`src/rtl/core/rbpm_pkg.sv`:
```
`timescale 1ns / 1ps

package rbpm_pkg;

  // Default parameter values
  localparam int RowWidthDefault     = 20;
  localparam int RowCountDefault     = 64;
  localparam int ScreenWidthDefault  = 128;
  localparam int ScreenHeightDefault = 64;

  // Field widths of the request and result channels
  localparam int RowIdxW  = 6;
  localparam int RowBitsW = 20;
  localparam int AngleW   = 9;
  localparam int CxW      = 7;
  localparam int CyW      = 6;
  localparam int SxW      = 7;
  localparam int SyW      = 6;

  // Configuration register widths and reset values
  localparam int PivotXW   = 13;
  localparam int PivotYW   = 15;
  localparam int ZoomW     = 9;
  localparam int CfgIdxW   = 2;
  localparam int CfgDataW  = 15;
  localparam logic [PivotXW-1:0] PivotXReset = PivotXW'(4378);
  localparam logic [PivotYW-1:0] PivotYReset = PivotYW'(161);
  localparam logic [ZoomW-1:0]   ZoomReset   = ZoomW'(205);

  // Register indexes on the configuration port
  localparam logic [CfgIdxW-1:0] RegPivotX = 2'd0;
  localparam logic [CfgIdxW-1:0] RegPivotY = 2'd1;
  localparam logic [CfgIdxW-1:0] RegZoom   = 2'd2;

  // Datapath widths
  localparam int TrigW = 16;              // Q1.15, -32767..32767
  localparam int DxW   = 16;              // x*256 - pivot_x
  localparam int DyW   = 17;              // y*256 - pivot_y
  localparam int ZmW   = ZoomW + 1;       // zoom as a signed operand
  localparam int PxW   = DxW + ZmW;       // Q.16 source offset, x
  localparam int PyW   = DyW + ZmW;       // Q.16 source offset, y
  localparam int PxProdW = PxW + TrigW;
  localparam int PyProdW = PyW + TrigW;
  localparam int SumW    = PyProdW + 1;   // Q.31 rotated coordinate
  localparam int FracSh  = 31;
  localparam int PosW    = 13;            // signed screen position after rounding

  // Bits of the column index into a row (covers any row width up to 64)
  localparam int ColIdxW = 6;

  // Row queue depth, a power of two
  localparam int QueueDepth = 2;

  // One queued row: everything the back end needs for its columns
  typedef struct packed {
    logic [RowBitsW-1:0]    row_bits;
    logic                   row_ok;
    logic signed [TrigW-1:0] sin_v;
    logic signed [TrigW-1:0] cos_v;
    logic signed [PyW-1:0]  py;
    logic [CxW-1:0]         cx;
    logic [CyW-1:0]         cy;
  } row_entry_t;

  // sin(d degrees) in Q1.15 for d = 0..90
  localparam logic [14:0] QuarterSine [91] = '{
    15'd0,     15'd572,   15'd1144,  15'd1715,  15'd2286,  15'd2856,  15'd3425,
    15'd3993,  15'd4560,  15'd5126,  15'd5690,  15'd6252,  15'd6813,  15'd7371,
    15'd7927,  15'd8481,  15'd9032,  15'd9580,  15'd10126, 15'd10668, 15'd11207,
    15'd11743, 15'd12275, 15'd12803, 15'd13328, 15'd13848, 15'd14365, 15'd14876,
    15'd15384, 15'd15886, 15'd16384, 15'd16877, 15'd17364, 15'd17847, 15'd18324,
    15'd18795, 15'd19261, 15'd19720, 15'd20174, 15'd20622, 15'd21063, 15'd21498,
    15'd21926, 15'd22348, 15'd22763, 15'd23170, 15'd23571, 15'd23965, 15'd24351,
    15'd24730, 15'd25102, 15'd25466, 15'd25822, 15'd26170, 15'd26510, 15'd26842,
    15'd27166, 15'd27482, 15'd27789, 15'd28088, 15'd28378, 15'd28660, 15'd28932,
    15'd29197, 15'd29452, 15'd29698, 15'd29935, 15'd30163, 15'd30382, 15'd30592,
    15'd30792, 15'd30983, 15'd31164, 15'd31336, 15'd31499, 15'd31651, 15'd31795,
    15'd31928, 15'd32052, 15'd32166, 15'd32270, 15'd32365, 15'd32449, 15'd32524,
    15'd32588, 15'd32643, 15'd32688, 15'd32723, 15'd32748, 15'd32763, 15'd32767
  };

  // Sine of an angle already reduced to 0..359, by quadrant folding
  function automatic logic signed [TrigW-1:0] sine_deg(input logic [AngleW-1:0] a);
    logic [AngleW-1:0] idx;
    logic              neg;
    logic [TrigW-1:0]  mag;
    if (a <= AngleW'(90)) begin
      idx = a;
      neg = 1'b0;
    end else if (a <= AngleW'(180)) begin
      idx = AngleW'(180) - a;
      neg = 1'b0;
    end else if (a <= AngleW'(270)) begin
      idx = a - AngleW'(180);
      neg = 1'b1;
    end else begin
      idx = AngleW'(360) - a;
      neg = 1'b1;
    end
    mag = TrigW'(QuarterSine[idx[6:0]]);
    return neg ? $signed(-mag) : $signed(mag);
  endfunction

endpackage

```
`src/rtl/core/rbpm_front.sv`:
```
`timescale 1ns / 1ps

module rbpm_front import rbpm_pkg::*; #(
  parameter int ROW_COUNT = RowCountDefault
) (
  input  logic                in_valid_i,
  output logic                in_ready_o,
  input  logic [RowIdxW-1:0]  row_index_i,
  input  logic [RowBitsW-1:0] row_bits_i,
  input  logic [AngleW-1:0]   angle_i,
  input  logic [CxW-1:0]      center_x_i,
  input  logic [CyW-1:0]      center_y_i,
  input  logic [PivotYW-1:0]  pivot_y_i,
  input  logic [ZoomW-1:0]    zoom_i,
  input  logic                full_i,
  output logic                push_o,
  output row_entry_t          entry_o
);

  logic [AngleW-1:0]     ang_s;
  logic [AngleW-1:0]     ang_c_raw;
  logic [AngleW-1:0]     ang_c;
  logic signed [DyW-1:0] dy;
  logic signed [ZmW-1:0] zm;
  logic signed [PyW-1:0] py;

  // Request handshake: take a row whenever the queue has room
  assign in_ready_o = !full_i;
  assign push_o     = in_valid_i && !full_i;

  // Angle modulo 360 for sine, plus 90 degrees for cosine
  assign ang_s     = (angle_i >= AngleW'(360)) ? angle_i - AngleW'(360) : angle_i;
  assign ang_c_raw = ang_s + AngleW'(90);
  assign ang_c     = (ang_c_raw >= AngleW'(360)) ? ang_c_raw - AngleW'(360) : ang_c_raw;

  // Row offset from the pivot, scaled by zoom (shared by all columns)
  assign dy = $signed(DyW'({row_index_i, 8'h00})) - $signed(DyW'(pivot_y_i));
  assign zm = $signed({1'b0, zoom_i});
  assign py = dy * zm;

  // Queue entry
  always_comb begin
    entry_o.row_bits = row_bits_i;
    entry_o.row_ok   = ({3'b000, row_index_i} < 9'(ROW_COUNT));
    entry_o.sin_v    = sine_deg(ang_s);
    entry_o.cos_v    = sine_deg(ang_c);
    entry_o.py       = py;
    entry_o.cx       = center_x_i;
    entry_o.cy       = center_y_i;
  end

endmodule

```
`config.mk`:
```
export PLATFORM = sky130hd
export DESIGN_NAME = rbpm_front
export DESIGN_NICKNAME = d
export VERILOG_FILES = /design/src/rtl/core/rbpm_pkg.sv /design/src/rtl/core/rbpm_front.sv
export SDC_FILE = /design/constraint.sdc
export NUM_CORES = 1
export LEC_CHECK = 0
export BUFFER_PORTS_ARGS = -buffer_cell sky130_fd_sc_hd__buf_2
export CAP_MARGIN = 10
export CORE_ASPECT_RATIO = 0.75
export CORE_MARGIN = 4
export CORE_UTILIZATION = 62
export DETAILED_ROUTE_END_ITERATION = 12
export PLACE_DENSITY = 0.85
export SLEW_MARGIN = 20
export SYNTH_ARGS = -nofsm -noshare
export SYNTH_HDL_FRONTEND = slang
export SYNTH_SLANG_ARGS = --single-unit
```
`constraint.sdc`:
```
create_clock -name vclk -period 11.1
set_clock_uncertainty 0.05 [all_clocks]
set_input_delay 0.555 -clock vclk [all_inputs]
set_output_delay 0.555 -clock vclk [all_outputs]
set_load 0.1 [all_outputs]
```
Word-level counts from Yosys, hierarchy flattened
Memories as Yosys holds them, arrays and structs flattened.
Index checks and enable logic that the tools add are counted.
{"block": "word_totals", "register_bits": 0, "romBits": 3840, "in_bits": 74, "output_inout_bits": 95, "word_cells": 47, "mem_count": 2}
{"block": "classes", "add_sub_neg": 12, "mul": 1, "n_lt_le_gt_ge": 10, "muxes": 18, "bitwise_logic": 2, "reduce_logical": 2}
{"name": "(name not given)", "words": 128, "width": 15, "rd": 1, "rd_ports_with_merged_regs": 0, "wr": 0, "line_no": "rbpm_pkg.sv:100", "rtl": "mag = TrigW'(QuarterSine[idx[6:0]]);"}
{"name": "(name not given)", "words": 128, "width": 15, "rd": 1, "rd_ports_with_merged_regs": 0, "wr": 0, "line_no": "rbpm_pkg.sv:100"}
{"operator": "2-to-1 mux 15 bit", "count": 4}
{"operator": "2-to-1 mux 7 bit", "count": 6}
{"operator": "2-to-1 mux 16 bit", "count": 2}
{"operator": "negation 15 -> 16 bit", "count": 2}
{"operator": "multiplier 16 x 10 -> 26 bit", "count": 1}
{"operator": "greater-or-equal comparator 9 bit, second input constant", "count": 2}
{"operator": "less-or-equal comparator 9 x 7 -> 1 bit, second input constant", "count": 2}
{"operator": "less-or-equal comparator 9 x 8 -> 1 bit, second input constant", "count": 2}
{"operator": "less-or-equal comparator 9 bit, second input constant", "count": 2}
{"operator": "2-to-1 mux 9 bit", "count": 2}
{"operator": "subtractor 9 bit, second input constant", "count": 2}
{"operator": "greater-or-equal comparator 8 bit, second input constant", "count": 2}
{"operator": "NOT 7 -> 8 bit", "count": 2}
{"operator": "subtractor 14 x 15 -> 16 bit", "count": 1}
{"operator": "subtractor 6 x 7 -> 7 bit, first input constant", "count": 2}
{"operator": "subtractor 7 x 6 -> 7 bit, second input constant", "count": 2}
{"operator": "subtractor 7 bit, first input constant", "count": 2}
{"operator": "adder 9 x 7 -> 9 bit, second input constant", "count": 1}
{"operator": "2-to-1 mux 1 bit", "count": 4}
{"operator": "logical AND 1 bit", "count": 1}
{"operator": "zero test 1 bit", "count": 1}

Longest topological paths before layout
Gate-level depths: netlist (run 1).
{"block": "depth", "word_depth": 15, "mapped_depth": 34, "depth_no_buf": 32}

Worst setup path after synthesis (run 1)
OpenSTA, ideal clock, no wires.
{"block": "synth_path", "path_type": "input to output", "start": "input port pivot_y_i[0]", "end": "output port entry_o[39] (netlist bit)", "arrival_ns": 8.860, "t_required_ns": 10.495, "path_slack_ns": 1.635, "path_stages": 32, "path_buffers": 2, "cell_sequence": "clkbuf_1 inv_1 ha_1 inv_1 or3_1 xor2_1 nand2_1 fa_1 fa_1 inv_1 ha_1 inv_1 fa_1 inv_1 fa_1 ha_1 a21oi_1 o21bai_1 a21oi_1 o21bai_1 a21oi_1 o21bai_1 a21oi_1 o21bai_1 a21oi_1 nand2b_1 a2111oi_0 or3_1 a41oi_1 o21bai_1 xnor2_1 buf_4"}
{"item": "start: declaration", "line_no": "rbpm_front.sv:13", "rtl": "input logic [PivotYW-1:0] pivot_y_i,"}
{"item": "end: declaration", "line_no": "rbpm_front.sv:17", "rtl": "output row_entry_t entry_o"}

==> impl_results.md, run 1 <==
* Vias in the first global route at 12460
* Relative slew slack at 32.76%
* Crit path DAT at 9.89 ns
* Register area at 0 µm²
* DR WL/cell at 20.83 µm
* Rows at 44
* Final setup violation count at 0
* Diode count at 0
* Die area at 22230 µm²
* Syn Area/Cell at 7.429 µm²
* Post-Syn Area at 12330 µm²
* Fmax at 0.09532 GHz
* Multi-input combinational cell area at 11000 µm²
* Final global-route overflow total at 0
* Clock buffers at 0
* Die height at 130.1 µm
* Measured slew at the worst slew-check pin at 1.001 ns
* Fillers at 1657
* Commonest non-fill, non-tap cell in the layout: inv_1
* Total Wirelength at 40.01 mm
* GRT Total Usage at 35.22%
* Syn Inst Count at 1660
* Syn Nets at 1959
* Worst Path Buf+Inv at 4
* Synth cell types at 108
* Seq/Total Area, Yosys at 0%
* Max stage delay cell, worst path: mux2i_2
* DRT iter0 DRCs at 2096
* Fin nets at 1969
* Area grow syn2layout at 4.008%
* Vias at 13200
* Post-CTS Setup Inserts at 0
* Core area at 19430 µm²
* First-pass GRT wire length at 65.01 mm
* Drt pass-1 iters at 8
* Sequential cells at 0
* I/O pin cnt at 169
* Largest stage delay on the critical path at 0.64 ns
* Placer Congestion at 1.031
* Port Buffers at 102
* CP Data Required Time at 10.50 ns
* Period Utilization, post-route at 94.51%
* Chip width at 170.9 µm
* Via density at 6.869
* YS warnings at 0
* Initial antenna violation count at 1
* Min Hold Slack at 1.060 ns
* Post-DP HPWL at 31.21 mm
* Most frequent cells in the layout: inv_1 (187), nand2_1 (156), fa_1 (123), a21oi_1 (109)
* DRC violations left at 0
* RSZ-0062 raised after global routing: false
* CP Max Fanout at 12
* Largest net degree at the start of global routing at 45
* Total Neg Setup Slack at 0 ns
* Critical Path Sink Type: output port
* Hold_buf cts at 0
* Final hold vios at 0
* Final ANT Viol Nets at 0
* Crit. Startpoint: angle_i[4]
* Top cell by count, worst path: ha_1
* Worst setup path class: input pin to output port
* Slew Limit Fails at 0
* HP Start: center_y_i[5]
* Layout cells sized above 1 at 12.47%
* Outcome: complete, no violations
* Final min period at 10.49 ns
* Class of the worst hold path: input pin to output port
* Max_cap viols at 0
* Worst setup SP type: input pin
* Delay-heaviest family, CP: simple AND/OR/NAND/NOR gates
* Starting Density at 63.46%
synthesized netlist by cell type, types with 7 or more instances:
master,instances,area [µm²]
a21o_1,9,67.56
o21ai_1,8,40.04
a221oi_1,17,148.9
xnor2_1,66,578.1
nand3_1,43,215.2
and2_1,94,588.1
inv_1,187,701.9
o22ai_1,12,75.07
nand2b_1,9,56.30
o21ai_0,81,405.4
nor3_1,35,175.2
a311oi_1,14,122.6
a211o_1,9,78.83
nor2b_1,8,50.05
buf_2,23,115.1
nand2_1,156,585.6
ha_1,102,1276
nor2_1,91,341.6
a221o_1,13,130.1
fa_1,123,2462
clkbuf_1,63,236.5
o31ai_1,19,142.6
o311ai_0,8,70.07
o31a_1,7,61.31
mux2i_1,10,100.1
o221ai_1,7,61.31
a211oi_1,26,195.2
buf_1,7,26.28
a41oi_1,7,61.31
o21a_1,11,82.58
mux2_2,8,90.09
o21bai_1,15,112.6
a31oi_1,19,118.9
and3_1,11,68.82
a21oi_1,109,545.5
buf_4,39,292.8
xor2_1,13,113.9
o211ai_1,29,217.7
final cells by class:
type / count / share of cell area [%]
Tap cell: 253 / 2.468
Timing Repair Buffer: 140 / 6.204
Multi-Input combinational cell: 1338 / 85.77
Inverter: 190 / 5.560
metrics by stage:
| step | setup WS [ns] | instance area, µm² | cells | utilization [%] |
|---|---|---|---|---|
| CTS | 0.7302 | 12820 | 1921 | 65.98 |
| floorplan | 1.635 | 12330 | 1660 | - |
| finish | 0.6089 | 12830 | 1921 | 66.00 |
| detailed placement | 0.7760 | 12820 | 1921 | 65.98 |
| global route | 0.02327 | 12830 | 1921 | 66.00 |
| global placement | 0.8481 | 12820 | 1921 | 65.98 |
per-layer routing:
metal	global-route usage [%]	part of all wire, %	vias up
met3	8.237	13	148
met2	54.72	43	949
li1	-	-	5889
met1	50.35	41	6208
met5	0	0.032	-
met4	7.825	2.7	2
cell families (layout without fill, tap and decap cells):
group / after synthesis / after routing / synth area share (%)
AO/OA/AOI/OAI: 503 / 503 / 29.23
AND/OR/NAND/NOR: 503 / 503 / 20.68
buffers and inverters: 322 / 330 / 11.22
adder cells (fa/ha/maj): 226 / 226 / 30.40
XOR/XNOR: 81 / 81 / 5.875
multiplexers: 24 / 24 / 2.567
other: 1 / 1 / 0.03041
final timing paths:
kind                      end  cells after the start
setup / recovery  entry_o[52]                     33
hold / removal     entry_o[5]                      0
what timing repair did:
action                     CTS  global route
hold endpoints to repair     0             0
setup endpoints to repair    0             9
gates resized for setup      0             1
Power of run 1 is not shown: default switching activity piles up to over one toggle a cycle in this logic, so the estimate is an artifact.
==> run 2, diff against run 1 <==
Settings changed: CORE_UTILIZATION 62 to 55, PLACE_DENSITY 0.85 to 0.76, RECOVER_POWER set to 100.
==> impl_results.md, run 2 (synthesis gave the netlist of run 1 again) <==
* Total Wirelength at 39.04 mm (-2.4%)
* Period Utilization, post-route at 93.04% (-1.5 points)
* Placer Congestion at 1.009 (-2.1%)
* First-pass GRT wire length at 63.83 mm (-1.8%)
* Starting Density at 55.92% (-7.5 points)
* Final min period at 10.33 ns (-0.1633 ns)
* Largest net degree at the start of global routing at 45 (unchanged)
* Layout cells sized above 1 at 9.489% (-3.0 points)
* Worst setup path class: input pin to output port
* DR WL/cell at 19.93 µm (-4.3%)
* Final ANT Viol Nets at 0 (unchanged)
* Commonest non-fill, non-tap cell in the layout: inv_1
* CP Max Fanout at 19 (+7)
* GRT Total Usage at 30.41% (-4.8 points)
* Crit path DAT at 9.72 ns (-0.17 ns)
* DRC violations left at 0 (unchanged)
* Core area at 22050 µm² (+13%)
* Die height at 137.7 µm (+5.8%)
* Final global-route overflow total at 0 (unchanged)
* Area grow syn2layout at 3.723%
* Chip width at 180.9 µm (+5.9%)
* Fillers at 2107 (+27%)
* Via density at 6.572 (-4.3%)
* Max_cap viols at 0 (unchanged)
* Most frequent cells in the layout: inv_1 (187), nand2_1 (156), fa_1 (123), a21oi_1 (109), ha_1 (102)
* Initial antenna violation count at 0 (-1)
* Top cell by count, worst path: ha_1
* Outcome: complete, no violations
* Max stage delay cell, worst path: a221oi_2
* Slew Limit Fails at 0 (unchanged)
* Relative slew slack at 20.68% (-12 points)
* Final hold vios at 0 (unchanged)
* CP Data Required Time at 10.50 ns (about the same)
* Final setup violation count at 0 (unchanged)
* Fin nets at 1966 (-0.15%)
* Critical Path Sink Type: output port
* Worst setup SP type: input pin
* Fmax at 0.09683 GHz (+1.6%)
* Register area at 0 µm² (unchanged)
* Class of the worst hold path: input pin to output port
* RSZ-0062 raised after global routing: false
* Die area at 24910 µm² (+12%)
* Post-CTS Setup Inserts at 0 (unchanged)
* Vias at 12880 (-2.4%)
* Measured slew at the worst slew-check pin at 1.195 ns (+0.1941 ns)
* I/O pin cnt at 169 (unchanged)
* GRT met2 Usage at 49.33% (-5.4 points)
* Rows at 47 (+6.8%)
* Post-DP HPWL at 30.06 mm (-3.7%)
* Diode count at 0 (unchanged)
* DRT iter0 DRCs at 1683 (-20%)
* Vias in the first global route at 12270 (-1.5%)
* Clock buffers at 0 (unchanged)
* Sequential cells at 0 (unchanged)
* Met3 GRT Util at 4.803% (-3.4 points)
* Drt pass-1 iters at 6 (-2)
* Total Neg Setup Slack at 0 ns (unchanged)
* Largest stage delay on the critical path at 0.69 ns (+0.05 ns)
* GRT busiest layer: met2
* GR Layer Usage met1 at 42.98% (-7.4 points)
* Port Buffers at 102 (unchanged)
## run 2: cell types whose count changed in the layout (fill, tap and decap cells not counted)
| cell | change |
|---|---|
| nor2_2 | +1 |
| and3_2 | +1 |
| nor2_4 | -1 |
| clkbuf_1 | +48 |
| buf_4 | -3 |
| and3_1 | -1 |
| buf_2 | -58 |
| clkbuf_2 | +10 |
## run 2: critical path: cells and delay by family
kind / cells / cell delay (ns)
xor gates and xnor gates: 1 / 0.14
buffers and inverters: 5 / 1.24
adders and majority gates: 4 / 1.03
and+or+nand+nor: 9 / 2.74
AOI/OAI and AO/OA: 11 / 4.00
## run 2: path summary, 6_finish.rpt
check / cells after the start / end / startpoint
worst max-delay path: 30 / entry_o[52] / angle_i[4]
worst min-delay path: 0 / entry_o[76] / row_bits_i[3]
## run 2: area by class of cell
cell class / instances / area, µm² / area share (%)
multi-input combinational: 1338 / 11000 / 85.97
timing repair buffer: 137 / 713.2 / 5.576
inverter: 190 / 713.2 / 5.576
tap: 294 / 367.9 / 2.876
## run 2: metal layers
layer / wire length [µm] / up-vias
li1: - / 5885
met1: 16700 / 6130
met2: 17370 / 749
met3: 3933 / 111
met4: 1032 / 0
met5: 0 / -
## run 2: per-stage QoR
step	cells	hold slack (ns)	area (µm²)	util, %	setup slack [ns]
global route	1959	1.060	12790	58.00	0.2219
finish	1959	1.060	12790	58.00	0.7722
floorplan	1660	1.272	12330	-	1.635
detailed placement	1959	1.061	12850	58.26	0.8168
CTS	1959	1.061	12850	58.26	0.8000
global placement	1959	1.061	12850	58.26	1.001
## run 2: repair_timing
action,CTS,global route
hold buffers,0,0
gates resized for setup,0,1
setup endpoints to repair,0,1
Power of run 2 is left out for the same reason.
