**src/rtl/core/rbpm_pkg.sv**
```systemverilog
`timescale 1ns / 1ps

package rbpm_pkg;

  // Default parameter values
  localparam int RowWidthDefault     = 20;
  localparam int RowCountDefault     = 64;
  localparam int ScreenWidthDefault  = 128;
  localparam int ScreenHeightDefault = 64;

  // Field widths of the request and result channels
  localparam int RowIdxW  = 6;
  localparam int RowBitsW = 20;
  localparam int AngleW   = 9;
  localparam int CxW      = 7;
  localparam int CyW      = 6;
  localparam int SxW      = 7;
  localparam int SyW      = 6;

  // Configuration register widths and reset values
  localparam int PivotXW   = 13;
  localparam int PivotYW   = 15;
  localparam int ZoomW     = 9;
  localparam int CfgIdxW   = 2;
  localparam int CfgDataW  = 15;
  localparam logic [PivotXW-1:0] PivotXReset = PivotXW'(4378);
  localparam logic [PivotYW-1:0] PivotYReset = PivotYW'(161);
  localparam logic [ZoomW-1:0]   ZoomReset   = ZoomW'(205);

  // Register indexes on the configuration port
  localparam logic [CfgIdxW-1:0] RegPivotX = 2'd0;
  localparam logic [CfgIdxW-1:0] RegPivotY = 2'd1;
  localparam logic [CfgIdxW-1:0] RegZoom   = 2'd2;

  // Datapath widths
  localparam int TrigW = 16;              // Q1.15, -32767..32767
  localparam int DxW   = 16;              // x*256 - pivot_x
  localparam int DyW   = 17;              // y*256 - pivot_y
  localparam int ZmW   = ZoomW + 1;       // zoom as a signed operand
  localparam int PxW   = DxW + ZmW;       // Q.16 source offset, x
  localparam int PyW   = DyW + ZmW;       // Q.16 source offset, y
  localparam int PxProdW = PxW + TrigW;
  localparam int PyProdW = PyW + TrigW;
  localparam int SumW    = PyProdW + 1;   // Q.31 rotated coordinate
  localparam int FracSh  = 31;
  localparam int PosW    = 13;            // signed screen position after rounding

  // Bits of the column index into a row (covers any row width up to 64)
  localparam int ColIdxW = 6;

  // Row queue depth, a power of two
  localparam int QueueDepth = 2;

  // One queued row: everything the back end needs for its columns
  typedef struct packed {
    logic [RowBitsW-1:0]    row_bits;
    logic                   row_ok;
    logic signed [TrigW-1:0] sin_v;
    logic signed [TrigW-1:0] cos_v;
    logic signed [PyW-1:0]  py;
    logic [CxW-1:0]         cx;
    logic [CyW-1:0]         cy;
  } row_entry_t;

  // sin(d degrees) in Q1.15 for d = 0..90
  localparam logic [14:0] QuarterSine [91] = '{
    15'd0,     15'd572,   15'd1144,  15'd1715,  15'd2286,  15'd2856,  15'd3425,
    15'd3993,  15'd4560,  15'd5126,  15'd5690,  15'd6252,  15'd6813,  15'd7371,
    15'd7927,  15'd8481,  15'd9032,  15'd9580,  15'd10126, 15'd10668, 15'd11207,
    15'd11743, 15'd12275, 15'd12803, 15'd13328, 15'd13848, 15'd14365, 15'd14876,
    15'd15384, 15'd15886, 15'd16384, 15'd16877, 15'd17364, 15'd17847, 15'd18324,
    15'd18795, 15'd19261, 15'd19720, 15'd20174, 15'd20622, 15'd21063, 15'd21498,
    15'd21926, 15'd22348, 15'd22763, 15'd23170, 15'd23571, 15'd23965, 15'd24351,
    15'd24730, 15'd25102, 15'd25466, 15'd25822, 15'd26170, 15'd26510, 15'd26842,
    15'd27166, 15'd27482, 15'd27789, 15'd28088, 15'd28378, 15'd28660, 15'd28932,
    15'd29197, 15'd29452, 15'd29698, 15'd29935, 15'd30163, 15'd30382, 15'd30592,
    15'd30792, 15'd30983, 15'd31164, 15'd31336, 15'd31499, 15'd31651, 15'd31795,
    15'd31928, 15'd32052, 15'd32166, 15'd32270, 15'd32365, 15'd32449, 15'd32524,
    15'd32588, 15'd32643, 15'd32688, 15'd32723, 15'd32748, 15'd32763, 15'd32767
  };

  // Sine of an angle already reduced to 0..359, by quadrant folding
  function automatic logic signed [TrigW-1:0] sine_deg(input logic [AngleW-1:0] a);
    logic [AngleW-1:0] idx;
    logic              neg;
    logic [TrigW-1:0]  mag;
    if (a <= AngleW'(90)) begin
      idx = a;
      neg = 1'b0;
    end else if (a <= AngleW'(180)) begin
      idx = AngleW'(180) - a;
      neg = 1'b0;
    end else if (a <= AngleW'(270)) begin
      idx = a - AngleW'(180);
      neg = 1'b1;
    end else begin
      idx = AngleW'(360) - a;
      neg = 1'b1;
    end
    mag = TrigW'(QuarterSine[idx[6:0]]);
    return neg ? $signed(-mag) : $signed(mag);
  endfunction

endpackage

```
**src/rtl/core/rbpm_queue.sv**
```systemverilog
`timescale 1ns / 1ps

module rbpm_queue import rbpm_pkg::*; (
  input  logic       clk_i,
  input  logic       rst_ni,
  input  logic       push_i,
  input  row_entry_t entry_i,
  output logic       full_o,
  input  logic       pop_i,
  output logic       head_valid_o,
  output row_entry_t head_o
);

  localparam int PtrW = (QueueDepth > 1) ? $clog2(QueueDepth) : 1;
  localparam int CntW = $clog2(QueueDepth + 1);

  row_entry_t        slot_q [QueueDepth];
  logic [PtrW-1:0]   wr_ptr_q, wr_ptr_d;
  logic [PtrW-1:0]   rd_ptr_q, rd_ptr_d;
  logic [CntW-1:0]   cnt_q, cnt_d;

  assign full_o       = (cnt_q == CntW'(QueueDepth));
  assign head_valid_o = (cnt_q != '0);
  assign head_o       = slot_q[rd_ptr_q];

  // Pointer and fill count update (depth is a power of two, pointers wrap)
  always_comb begin
    wr_ptr_d = wr_ptr_q;
    rd_ptr_d = rd_ptr_q;
    cnt_d    = cnt_q;
    if (push_i) begin
      wr_ptr_d = wr_ptr_q + 1'b1;
    end
    if (pop_i) begin
      rd_ptr_d = rd_ptr_q + 1'b1;
    end
    if (push_i && !pop_i) begin
      cnt_d = cnt_q + 1'b1;
    end else if (!push_i && pop_i) begin
      cnt_d = cnt_q - 1'b1;
    end
  end

  always_ff @(posedge clk_i or negedge rst_ni) begin
    if (!rst_ni) begin
      wr_ptr_q <= '0;
      rd_ptr_q <= '0;
      cnt_q    <= '0;
    end else begin
      wr_ptr_q <= wr_ptr_d;
      rd_ptr_q <= rd_ptr_d;
      cnt_q    <= cnt_d;
    end
  end

  // Storage slots
  always_ff @(posedge clk_i) begin
    if (push_i) begin
      slot_q[wr_ptr_q] <= entry_i;
    end
  end

endmodule

```
**config.mk**
```make
export PLATFORM = sky130hd
export DESIGN_NAME = rbpm_queue
export DESIGN_NICKNAME = d
export VERILOG_FILES = /design/src/rtl/core/rbpm_pkg.sv /design/src/rtl/core/rbpm_queue.sv
export SDC_FILE = /design/constraint.sdc
export NUM_CORES = 1
export LEC_CHECK = 0
export BUFFER_PORTS_ARGS = -buffer_cell sky130_fd_sc_hd__buf_2
export CORE_MARGIN = 4
export CORE_UTILIZATION = 47
export CTS_BUF_LIST = sky130_fd_sc_hd__clkbuf_16
export CTS_CLUSTER_SIZE = 10
export DETAILED_ROUTE_END_ITERATION = 6
export GPL_ROUTABILITY_DRIVEN = 0
export PLACE_DENSITY = 0.72
export RECOVER_POWER = 100
export SLEW_MARGIN = 20
export SYNTH_ARGS = -nofsm -noshare
export SYNTH_HDL_FRONTEND = slang
export SYNTH_SLANG_ARGS = --single-unit
```
**constraint.sdc**
```tcl
create_clock -name clk_i -period 5 [get_ports clk_i]
set_input_delay 0.25 -clock clk_i [delete_from_list [all_inputs] [get_ports clk_i]]
set_output_delay 0.25 -clock clk_i [all_outputs]
set_load 0.03 [all_outputs]
```
## Word level (Yosys, flattened, before mapping)

Memory sizes are Yosys's and may differ from the RTL's.
Index checks and enable logic that the tools add are counted.

- Add/sub/neg operators: 4
- Equal/unequal tests: 1
- Muxes and demuxes: 4
- Reduce and logical (&&, ||, !) cells: 6

Operators with widths:

| kind | count |
|---|---|
| $mux 2 | 2 |
| $reduce_bool 2->1 | 2 |
| $add 1x1->1 const B | 2 |
| $add 2x1->2 const B | 1 |
| $eq 2x2->1 const B | 1 |
| $logic_and 1x1->1 | 2 |
| $logic_not 1->1 | 2 |
| $mux 1 | 2 |
| $sub 2x1->2 const B | 1 |

- Flip-flop bits (word level): 4
- Memory bits (writable): 186
- Output and inout port bits: 95
- Logic and storage cells: 19
- Memories: 1

Memories:

| memory | depth | width | read ports | clocked after Yosys merged registers in | write ports | RTL line | source |
|---|---|---|---|---|---|---|---|
| slot_q | 2 | 93 | 1 | 0 | 1 | rbpm_queue.sv:17 | `row_entry_t slot_q [QueueDepth];` |

## Longest topological paths before layout

Gate-level depths: netlist of run 1.

- Word-level depth: 4
- Gate-level depth with buffers: 5
- Depth with buffers taken out: 5

## Least setup slack after synthesis of run 1

OpenSTA, ideal clock, no wires.

- Path kind: reg-to-reg
- From: register wr_ptr_q
- To: memory slot_q[0][0] (netlist name), enable pin
- Setup time: 556 ps
- Arrival: 4521 ps
- Setup slack: -78 ps
- Cell stages (with the launch flop): 2
- Buffers on the path: 0
- Period minus slack after synthesis: 5078 ps
- Cells stage by stage: dfrtp_1 nor2b_1

RTL lines:

| item | RTL line | source |
|---|---|---|
| start: declaration | rbpm_queue.sv:18 | `logic [PtrW-1:0] wr_ptr_q, wr_ptr_d;` |
| start signal: assignment | rbpm_queue.sv:50 | `wr_ptr_q <= wr_ptr_d;` |
| end: declaration | rbpm_queue.sv:17 |  |

No word-level cell before the write port.

## Worst setup path in the final report of run 1

- From: register wr_ptr_q
- To: memory slot_q[1][83] (netlist name), enable pin

No word-level cell before the write port.

==> flow_metrics.env, run 1 <==
export IMPL_dieArea_um2=16700
export IMPL_clock_skew_ps=6.73
export IMPL_drt_iter0_markers=143
export IMPL_max_clock_freq_ghz=0.282
export IMPL_hold_ws_ps=27.1
export IMPL_internal_power_mw=3.49
export IMPL_critical_path_class="register to register"
export IMPL_hpwl_um=8200
export IMPL_synth_warnings=0
export IMPL_worst_slew_pin_slew_ps=2780
export IMPL_cts_buffers=17
export IMPL_crit_chain="and2_1 > buf_4"
export IMPL_status="finished, violations left"
export IMPL_hold_end="slot_q[1][75]"
export IMPL_antennaDiodeCount=0
export IMPL_clkLatencyLatePin_ps=410
export IMPL_grt_max_degree=62
export IMPL_portBuffers=191
export IMPL_tns_ps=0
export IMPL_ant_nets=0
export IMPL_fillers=1162
export IMPL_synth_seq_cells=190
export IMPL_final_max_slew_violation_count=110
export IMPL_coreArea_um2=14500
export IMPL_viasPerCell=4.82
export IMPL_cts_root_buf="clkbuf_16"
export IMPL_yosys_area_top_type="edfxtp_1"
export IMPL_pwr_share_clk_pct=25.5
export IMPL_start_util_pct=47.7
export IMPL_switchingPower_mw=1.83
export IMPL_critical_path_required_ps=5060
export IMPL_synth_area_top_cells="edfxtp_1 81%, mux2_2 15%, dfrtp_1 1.4%, buf_6 0.98%, xor2_1 0.51%"
export IMPL_rows=44
export IMPL_cts_tree="done"
export IMPL_die_h_um=129
export IMPL_critPathLaunchType="register"
export IMPL_violations="capacitance limit, slew limit"
export IMPL_rr_startpoint="wr_ptr_q"
export IMPL_drc_errors=0
export IMPL_grtUsageTotal_pct=15.3
export IMPL_vdd_ir_drop_max_v=0.000492
export IMPL_min_from="entry_i[75]"
export IMPL_synth_top_area_share_pct=80.8
export IMPL_hold_depth=1
export IMPL_antenna_found_initial=0
export IMPL_pin_count=192
export IMPL_drt_wl_total_um=12600
export IMPL_setup_ws_ps=1450
export IMPL_grt_overflow=0
export IMPL_vias=3564
export IMPL_setup_viol=0
export IMPL_rsz0062_at_grt="false"
export IMPL_grt_pass1_wl_um=18900
export IMPL_seq_area_um2=5690
export IMPL_synth_distinct_cells=14
export IMPL_dr_pass1_iters=4
export IMPL_slowest_delay_ps=2040
export IMPL_ff2ff_setup_slack_ps=1450
export IMPL_hp_class="primary input to register"
export IMPL_drv_cap=2
export IMPL_area_growth_pct=27.0
export IMPL_drive_gt1_share_pct=27.4
export IMPL_pre_cts_ws_ps=2620
export IMPL_pwr_density_cell_nw_per_um2=606
export IMPL_netlist_instances=305
export IMPL_period_minus_slack_ps=3550
export IMPL_postCtsSetupRepairBufs=0
export IMPL_worst_r2r_path_depth=2
export IMPL_power_frac_seq_pct=43.0
export IMPL_htreeDepth=4
export IMPL_cts_sinks=190
export IMPL_swShare_pct=34.5
export IMPL_final_nets=640
export IMPL_wl_per_cell_um=17.0
export IMPL_cp_data_arrival_time_ps=3610
export IMPL_post_dp_cell_area_um2=8050
export IMPL_hold_viol=0
export IMPL_grt_pass1_vias=3803
export IMPL_path_max_fanout=61
export IMPL_synth_seq_area_share_pct=82.3
export IMPL_cts_path_max_buffers=2
export IMPL_period_share_pct=71.0
export IMPL_die_w_um=129
export IMPL_regToRegEndpoint="slot_q[1][83]"
export IMPL_slew_headroom_pct=-85.6
export IMPL_crit_slowest_cell="and2_1"
export IMPL_end_kind="register"
export IMPL_clkTransAtPathRegs_ps=60
export IMPL_syn_area_um2=6910
export IMPL_syn_mean_instance_area_um2=22.7
export IMPL_power_frac_comb_pct=31.5
export IMPL_leakage_nw=2.98
export IMPL_stdcell_area_um2=8780
export IMPL_syn_num_nets=403
export IMPL_multiInputGateArea_um2=1140
-- routing by layer --
layer / routed length [um] / GRT usage, % / part of all wire, % / up-vias
met1: 4940 / 17.7 / 39 / 1739
met2: 6360 / 25.0 / 51 / 132
li1: - / - / - / 1683
met5: 0 / 0 / 0 / -
met4: 105 / 6.11 / 0.83 / 0
met3: 1180 / 6.92 / 9.4 / 10
-- placed cells by master (no fill, tap or decap), types with 2 or more instances in the layout --
cell / instances
buf_4: 3
clkbuf_16: 17
dlygate4sd3_1: 33
clkinv_4: 2
inv_1: 4
dfrtp_1: 3
clkbuf_1: 160
clkinv_2: 3
buf_2: 29
xor2_1: 4
clkbuf_2: 2
bufinv_16: 4
edfxtp_1: 186
clkinv_1: 2
mux2_2: 88
mux2_1: 5
-- state kept, by name, indices dropped and copies added, names as in the netlist --
name,flops
wr_ptr_q,1
cnt_q,2
rd_ptr_q,1
slot_q,186
-- worst max-delay path, delay by kind of cell, from the launching register on --
| kind | cells | cell delay [ps] |
|---|---|---|
| and+or+nand+nor | 1 | 2040 |
| buffers and inverters | 1 | 680 |
| DFF | 1 | 430 |
-- metrics by stage --
stage | cells | power, mW | util (%)
after floorplan | 305 | 3.64 | -
after global placement | 674 | 4.06 | 55.6
after detailed placement | 674 | 4.09 | 55.6
after CTS | 735 | 5.47 | 61.8
after global routing | 739 | 5.57 | 60.6
final | 739 | 5.32 | 60.6
-- cell families (layout without fill, tap and decap cells) --
kind of cell	Yosys count	in the layout	synth area share, %
xor gates and xnor gates	5	5	0.634
adders and majority gates	1	1	0.181
buffers and inverters	11	261	1.36
and+or+nand+nor	5	5	0.416
muxes	93	93	15.2
DFF	190	190	82.3
-- power by group through the flow --
stage | sequential [mW] | combinational, mW | clock, mW
after global routing | 2.32 | 1.78 | 1.46
after detailed placement | 2.31 | 1.77 | 0
after global placement | 2.29 | 1.77 | 0
final | 2.29 | 1.68 | 1.35
after CTS | 2.28 | 1.80 | 1.39
after floorplan | 2.22 | 1.42 | 0
-- layout make-up --
cell class / count / share of cell area [%]
clock buffer: 17 / 4.84
clock inverter: 15 / 2.05
inverter: 1 / 0.0427
multi-input combinational: 104 / 13.0
sequential: 190 / 64.8
tap: 184 / 2.62
timing repair buffer: 228 / 12.7
-- cells in the mapped netlist --
cell,count
dfrtp_1,4
inv_1,1
buf_6,6
edfxtp_1,186
nor2_1,1
or2_2,1
xnor2_1,1
ha_1,1
and2_1,1
buf_2,3
xor2_1,4
buf_4,1
mux2_2,93
nor2b_1,2
-- repair_timing --
item,4_1_cts,5_1_grt
resized for setup,0,0
hold endpoints to repair,58,8
hold buffers,29,4
-- worst max-delay path by stage --
stage,from,to,slack [ps],depth (start not counted)
after floorplan,wr_ptr_q,slot_q[0][0],1740,1
after detailed placement,rd_ptr_q,head_o[34],2620,3
final,wr_ptr_q,slot_q[1][83],1450,2
after global routing,wr_ptr_q,slot_q[1][92],1070,2
after CTS,rd_ptr_q,head_o[89],2150,3
after global placement,rd_ptr_q,head_o[34],2650,3
Power figures use the tool's default switching activity.
==> inputs of run 2 (changes only) <==
Settings changed: ABC_AREA from default to 1, CORE_UTILIZATION 47 to 50, PLACE_DENSITY 0.72 to 0.73.
Clock period 5 ns to 3.6 ns, I/O delays scaled along.
==> run 2 against run 1 <==
Clock power is 35% higher. Via count rose by 9.0%. Register-to-register slack got worse by 590 ps. Global-route usage rose by 2.2 points. Final area up 7.2%. Hold slack better by 110 ps. Utilization rose by 9.6 points. Synthesized cell count grew 3.0%. Cell count rose by 8.5%. Sequential cell count stayed put. Die area down 5.4%. The flow still finishes with violations (capacitance limit, slew limit). Count of clock-buffer cells in the layout is the same.
==> flow_metrics.env, run 2 <==
export IMPL_status="finished, violations left"
export IMPL_violations="capacitance limit, slew limit"
export IMPL_synth_distinct_cells=14
export IMPL_hpwl_um=8200
export IMPL_cts_root_buf="clkbuf_16"
export IMPL_cp_data_arrival_time_ps=2910
export IMPL_worst_slew_pin_slew_ps=1920
export IMPL_largest_reg_flops=186
export IMPL_clkLatencyLatePin_ps=420
export IMPL_antenna_found_initial=0
export IMPL_final_cell_mix="186 x edfxtp_1, 160 x clkbuf_1, 96 x dlygate4sd3_1"
export IMPL_vias=3884
export IMPL_drt_wl_total_um=13600
export IMPL_critPathLaunchType="primary input"
export IMPL_grt_use_met1_pct=21.3
export IMPL_grt_max_degree=62
export IMPL_syn_area_um2=6930
export IMPL_synth_top_area_share_pct=80.6
export IMPL_postCtsSetupRepairBufs=0
export IMPL_cts_path_max_buffers=2
export IMPL_synth_seq_cells=190
export IMPL_htreeDepth=4
export IMPL_dr_pass1_iters=4
export IMPL_path_max_fanout=61
export IMPL_final_nets=712
export IMPL_ys_flop_type="edfxtp_1"
export IMPL_yosys_area_top_type="edfxtp_1"
export IMPL_synth_area_top_cells="edfxtp_1 81%, mux2_2 15%, dfrtp_1 1.4%, buf_6 0.98%, inv_1 0.38%"
export IMPL_pwr_density_cell_nw_per_um2=789
export IMPL_end_kind="register"
export IMPL_rsz0062_at_grt="false"
export IMPL_ant_nets=0
export IMPL_top_regs="slot_q: 186 flops, cnt_q: 2 flops"
export IMPL_crit_family="buffers and inverters"
export IMPL_dieArea_um2=15800
export IMPL_synth_most_common_cell="edfxtp_1"
export IMPL_drive_gt1_share_pct=24.1
export IMPL_cts_sinks=190
export IMPL_syn_num_nets=412
export IMPL_grt_overflow=0
export IMPL_grt_pass1_wl_um=21600
export IMPL_regMostFlops="slot_q"
export IMPL_clkTransAtPathRegs_ps=60
export IMPL_viasPerCell=4.84
export IMPL_cts_tree="done"
export IMPL_crit_chain="dlygate4sd3_1 > clkbuf_1 > nand2_1 > clkinvlp_2 > buf_12"
export IMPL_tns_ps=0
export IMPL_die_h_um=126
export IMPL_drv_cap=3
export IMPL_netlist_instances=314
export IMPL_die_w_um=126
export IMPL_slowest_delay_ps=1210
export IMPL_final_max_slew_violation_count=128
export IMPL_period_share_pct=77.2
export IMPL_portBuffers=191
export IMPL_critical_path_class="primary input to register"
export IMPL_hold_viol=0
export IMPL_coreArea_um2=13400
export IMPL_rows=42
export IMPL_grtUsageMet2_pct=29.5
export IMPL_grt_pass1_vias=4235
export IMPL_use_met3_pct=5.88
export IMPL_leakage_nw=3.24
export IMPL_regToRegEndpoint="slot_q[1][13]"
export IMPL_grtUsageTotal_pct=17.5
export IMPL_wl_per_cell_um=16.9
export IMPL_mostFrequentLayoutCell="edfxtp_1"
export IMPL_cts_buffers=17
export IMPL_cp_buffers_inverters=4
export IMPL_drc_errors=0
export IMPL_max_clock_freq_ghz=0.360
export IMPL_slew_headroom_pct=-28.0
export IMPL_synth_common_cells="186 x edfxtp_1, 93 x mux2_2, 7 x inv_1"
export IMPL_busiest_layer="met2"
export IMPL_synth_edf_count=186
export IMPL_worst_r2r_path_depth=3
export IMPL_cts_resized=0
export IMPL_vdd_ir_drop_max_v=0.000425
export IMPL_period_minus_slack_ps=2780
export IMPL_synthArstFlopShare_pct=2.11
export IMPL_clock_skew_ps=3.64
export IMPL_synth_seq_area_share_pct=82.1
export IMPL_crit_slowest_cell="clkinvlp_2"
export IMPL_pin_count=192
export IMPL_syn_mean_instance_area_um2=22.1
export IMPL_hp_class="primary input to asynchronous set/reset pin"
export IMPL_critical_path_required_ps=3730
export IMPL_start_util_pct=51.7
export IMPL_antennaDiodeCount=0
export IMPL_drt_iter0_markers=187
export IMPL_synth_warnings=0
export IMPL_area_growth_pct=35.9
export IMPL_ff2ff_setup_slack_ps=860
export IMPL_setup_viol=0
export IMPL_final_util_pct=70.3
export IMPL_rr_startpoint="wr_ptr_q"
==> run 2: cell count changes in the layout (fill, tap and decap cells not counted), moves of 2 or more <==
| cell | delta |
|---|---|
| clkinvlp_4 | +2 |
| buf_4 | -3 |
| clkinv_1 | +2 |
| buf_12 | +2 |
| clkbuf_2 | +3 |
| inv_1 | +3 |
| dlygate4sd3_1 | +63 |
| nand2_1 | +6 |
| xor2_1 | -2 |
| buf_2 | -2 |
==> run 2: final cells by class <==
class	count	area [um2]
sequential	190	5690
fill	953	3990
timing repair buffer	291	1770
multi-input combinational	107	1130
clock buffer	17	425
tap	176	220
clock inverter	14	151
inverter	7	27.5
==> run 2: metrics by stage <==
stage	hold WS [ps]	instances	total power, mW	setup WS, ps	instance area [um2]
global placement	-6.95	675	5.66	1670	8080
global route	144	802	7.77	578	9410
floorplan	-116	314	5.05	327	6930
detailed placement	-5.33	675	5.70	1650	8080
CTS	68.4	802	7.61	1180	9620
finish	140	802	7.43	820	9410
==> run 2: kinds of logic after synthesis <==
family                   after synthesis  share of synthesized area, %
buffers and inverters                 17                          1.68
AND/OR/NAND/NOR                       10                         0.596
multiplexers                          93                          15.1
flip-flops                           190                          82.1
XOR/XNOR                               3                         0.379
adder cells (fa/ha/maj)                1                         0.181
==> run 2: power breakdown <==
part | internal (mW) | switching, mW | leakage (nW)
logic | 0.794 | 1.68 | 1.17
clock network | 1.08 | 0.740 | 0.280
registers | 2.95 | 0.187 | 1.79
==> run 2: metal layers <==
layer,vias up,wire [um]
met5,-,0
met4,0,206
met3,19,1030
met2,149,6860
met1,1889,5470
li1,1827,-
==> run 2: timing repair <==
item	4_1_cts	5_1_grt
hold buffers	96	0
endpoints found under the hold margin	192	0
setup endpoints to repair	0	0
==> run 2: worst max path at each step <==
stage	slack, ps	start	depth (start not counted)	endpoint
finish	820	push_i	5	slot_q[1][13]
detailed placement	1650	rd_ptr_q	3	head_o[84]
global placement	1670	rd_ptr_q	3	head_o[84]
floorplan	330	wr_ptr_q	1	slot_q[0][0]
CTS	1180	rd_ptr_q	3	head_o[84]
global route	580	push_i	5	slot_q[1][7]
==> inputs of run 3 (changes only) <==
Clock period 3.6 ns to 2.7 ns, I/O delays scaled along.
==> run 3 against run 2 <==
The flow now finishes without violations. Sequential power grew 32%. Hold slack lost 17 ps. Worst setup slack lost 450 ps. First-iteration DRC count grew 23%. Sequential share of layout area grew 0.10 points. Wire length grew 2.5%. Non-clock buffer count grew 3. Die area is the same. Via count grew 0.77%. Final area shrank 0.17%. Largest cell class unchanged.
==> flow_metrics.env, run 3 (synthesis gave the netlist of run 2 again) <==
export IMPL_status="complete, no violations"
export IMPL_hp_class="primary input to asynchronous set/reset pin"
export IMPL_hold_viol=0
export IMPL_stdcell_count=805
export IMPL_vdd_ir_drop_max_v=0.000841
export IMPL_grt_pass1_vias=4332
export IMPL_start_util_pct=51.7
export IMPL_hpwl_um=8630
export IMPL_final_cell_mix="186 x edfxtp_1, 158 x clkbuf_1, 96 x dlygate4sd3_1"
export IMPL_end_kind="primary output"
export IMPL_cts_sinks=190
export IMPL_stdcell_area_um2=9400
export IMPL_coreArea_um2=13400
export IMPL_clock_skew_ps=6.05
export IMPL_dp_cells=678
export IMPL_rows=42
export IMPL_slowest_delay_ps=650
export IMPL_antennaDiodeCount=0
export IMPL_antenna_found_initial=0
export IMPL_worst_slew_pin_slew_ps=1420
export IMPL_cts_buffers=17
export IMPL_critPathLaunchType="register"
export IMPL_critical_path_class="register to primary output"
export IMPL_drv_cap=0
export IMPL_period_minus_slack_ps=2330
export IMPL_drt_wl_total_um=13900
export IMPL_crit_slowest_cell="dfrtp_4"
export IMPL_dr_pass1_iters=4
export IMPL_viasPerCell=4.86
export IMPL_cp_data_arrival_time_ps=2200
export IMPL_mostFrequentLayoutCell="edfxtp_1"
export IMPL_area_growth_pct=35.6
export IMPL_grt_max_degree=57
export IMPL_regMostFlops="slot_q"
export IMPL_drt_iter0_markers=230
export IMPL_postCtsSetupRepairBufs=0
export IMPL_fillers=953
export IMPL_path_max_fanout=25
export IMPL_tns_ps=0
export IMPL_max_clock_freq_ghz=0.429
export IMPL_drc_errors=0
export IMPL_cts_tree="done"
export IMPL_cts_resized=0
export IMPL_wl_per_cell_um=17.3
export IMPL_ant_nets=0
export IMPL_period_share_pct=86.3
export IMPL_dieArea_um2=15800
export IMPL_portBuffers=191
export IMPL_post_dp_cell_area_um2=8110
export IMPL_cts_hold_buffers_added=96
export IMPL_rsz0062_at_grt="false"
export IMPL_grt_pass1_wl_um=22000
export IMPL_slew_headroom_pct=5.44
export IMPL_largest_reg_flops=186
export IMPL_final_max_slew_violation_count=0
export IMPL_grtUsageTotal_pct=17.9
export IMPL_die_w_um=126
export IMPL_htreeDepth=4
export IMPL_vias=3914
export IMPL_setup_viol=0
export IMPL_cts_path_max_buffers=2
export IMPL_die_h_um=126
export IMPL_clkLatencyLatePin_ps=410
export IMPL_top_regs="slot_q: 186 flops, cnt_q: 2 flops"
export IMPL_final_nets=715
export IMPL_crit_chain="clkbuf_2 > mux2_2 > clkbuf_1"
export IMPL_cts_root_buf="clkbuf_16"
export IMPL_pin_count=192
export IMPL_leakage_nw=3.26
export IMPL_drive_gt1_share_pct=25.3
export IMPL_grt_overflow=0
export IMPL_critical_path_required_ps=2570
export IMPL_pwr_density_cell_nw_per_um2=1040
export IMPL_clkTransAtPathRegs_ps=60
run 3: final cells by class:
cell class	count	area, um2	share of cell area (%)
clock buffers	17	425	4.53
clock inverters	14	129	1.37
inverters	7	27.5	0.293
flip-flops and latches	190	5690	60.5
repair buffers	294	1770	18.9
multi-input cells	107	1130	12.1
well taps	176	220	2.34
run 3: per-stage QoR:
stage / utilization (%) / hold WS (ps) / total power, mW / setup WS (ps)
3_3_place_gp: 60.5 / -55.8 / 7.56 / 1050
6_report: 70.1 / 123 / 9.80 / 370
5_1_grt: 70.1 / 124 / 10.2 / 261
4_1_cts: 71.8 / 31.9 / 10.0 / 560
3_5_place_dp: 60.5 / -49.9 / 7.61 / 1020
2_1_floorplan: - / -161 / 6.72 / -18.6
run 3: path summary, 6_finish.rpt:
kind,cells after the start,slack (ps),startpoint,end
min in group clk_i,2,440,entry_i[14],slot_q[1][14]
max,3,370,rd_ptr_q,head_o[39]
min reg2reg,2,500,cnt_q[1],cnt_q[1]
max in group asynchronous,2,2340,rst_ni,rd_ptr_q
min,2,120,rst_ni,wr_ptr_q
max reg2reg,3,530,wr_ptr_q,slot_q[1][22]
run 3: where the power goes:
part           internal [mW]  leakage (nW)  switching (mW)
Clock                   1.34         0.274           0.977
Combinational           1.06          1.19            2.27
Sequential              3.93          1.79           0.215
Total                   6.34          3.26            3.46
run 3: critical path: cells and delay by family (launching register included):
kind | cells | cell delay, ps
buffers and inverters | 2 | 710
flip-flops | 1 | 650
multiplexers | 1 | 400
run 3: routing by layer:
metal | global-route usage [%] | wire, um | vias up | share of wire, %
li1 | - | - | 1840 | -
met1 | 21.3 | 5520 | 1924 | 40
met2 | 31.2 | 7320 | 133 | 53
met3 | 5.21 | 872 | 17 | 6.3
met4 | 6.51 | 198 | 0 | 1.4
met5 | 0 | 0 | - | 0
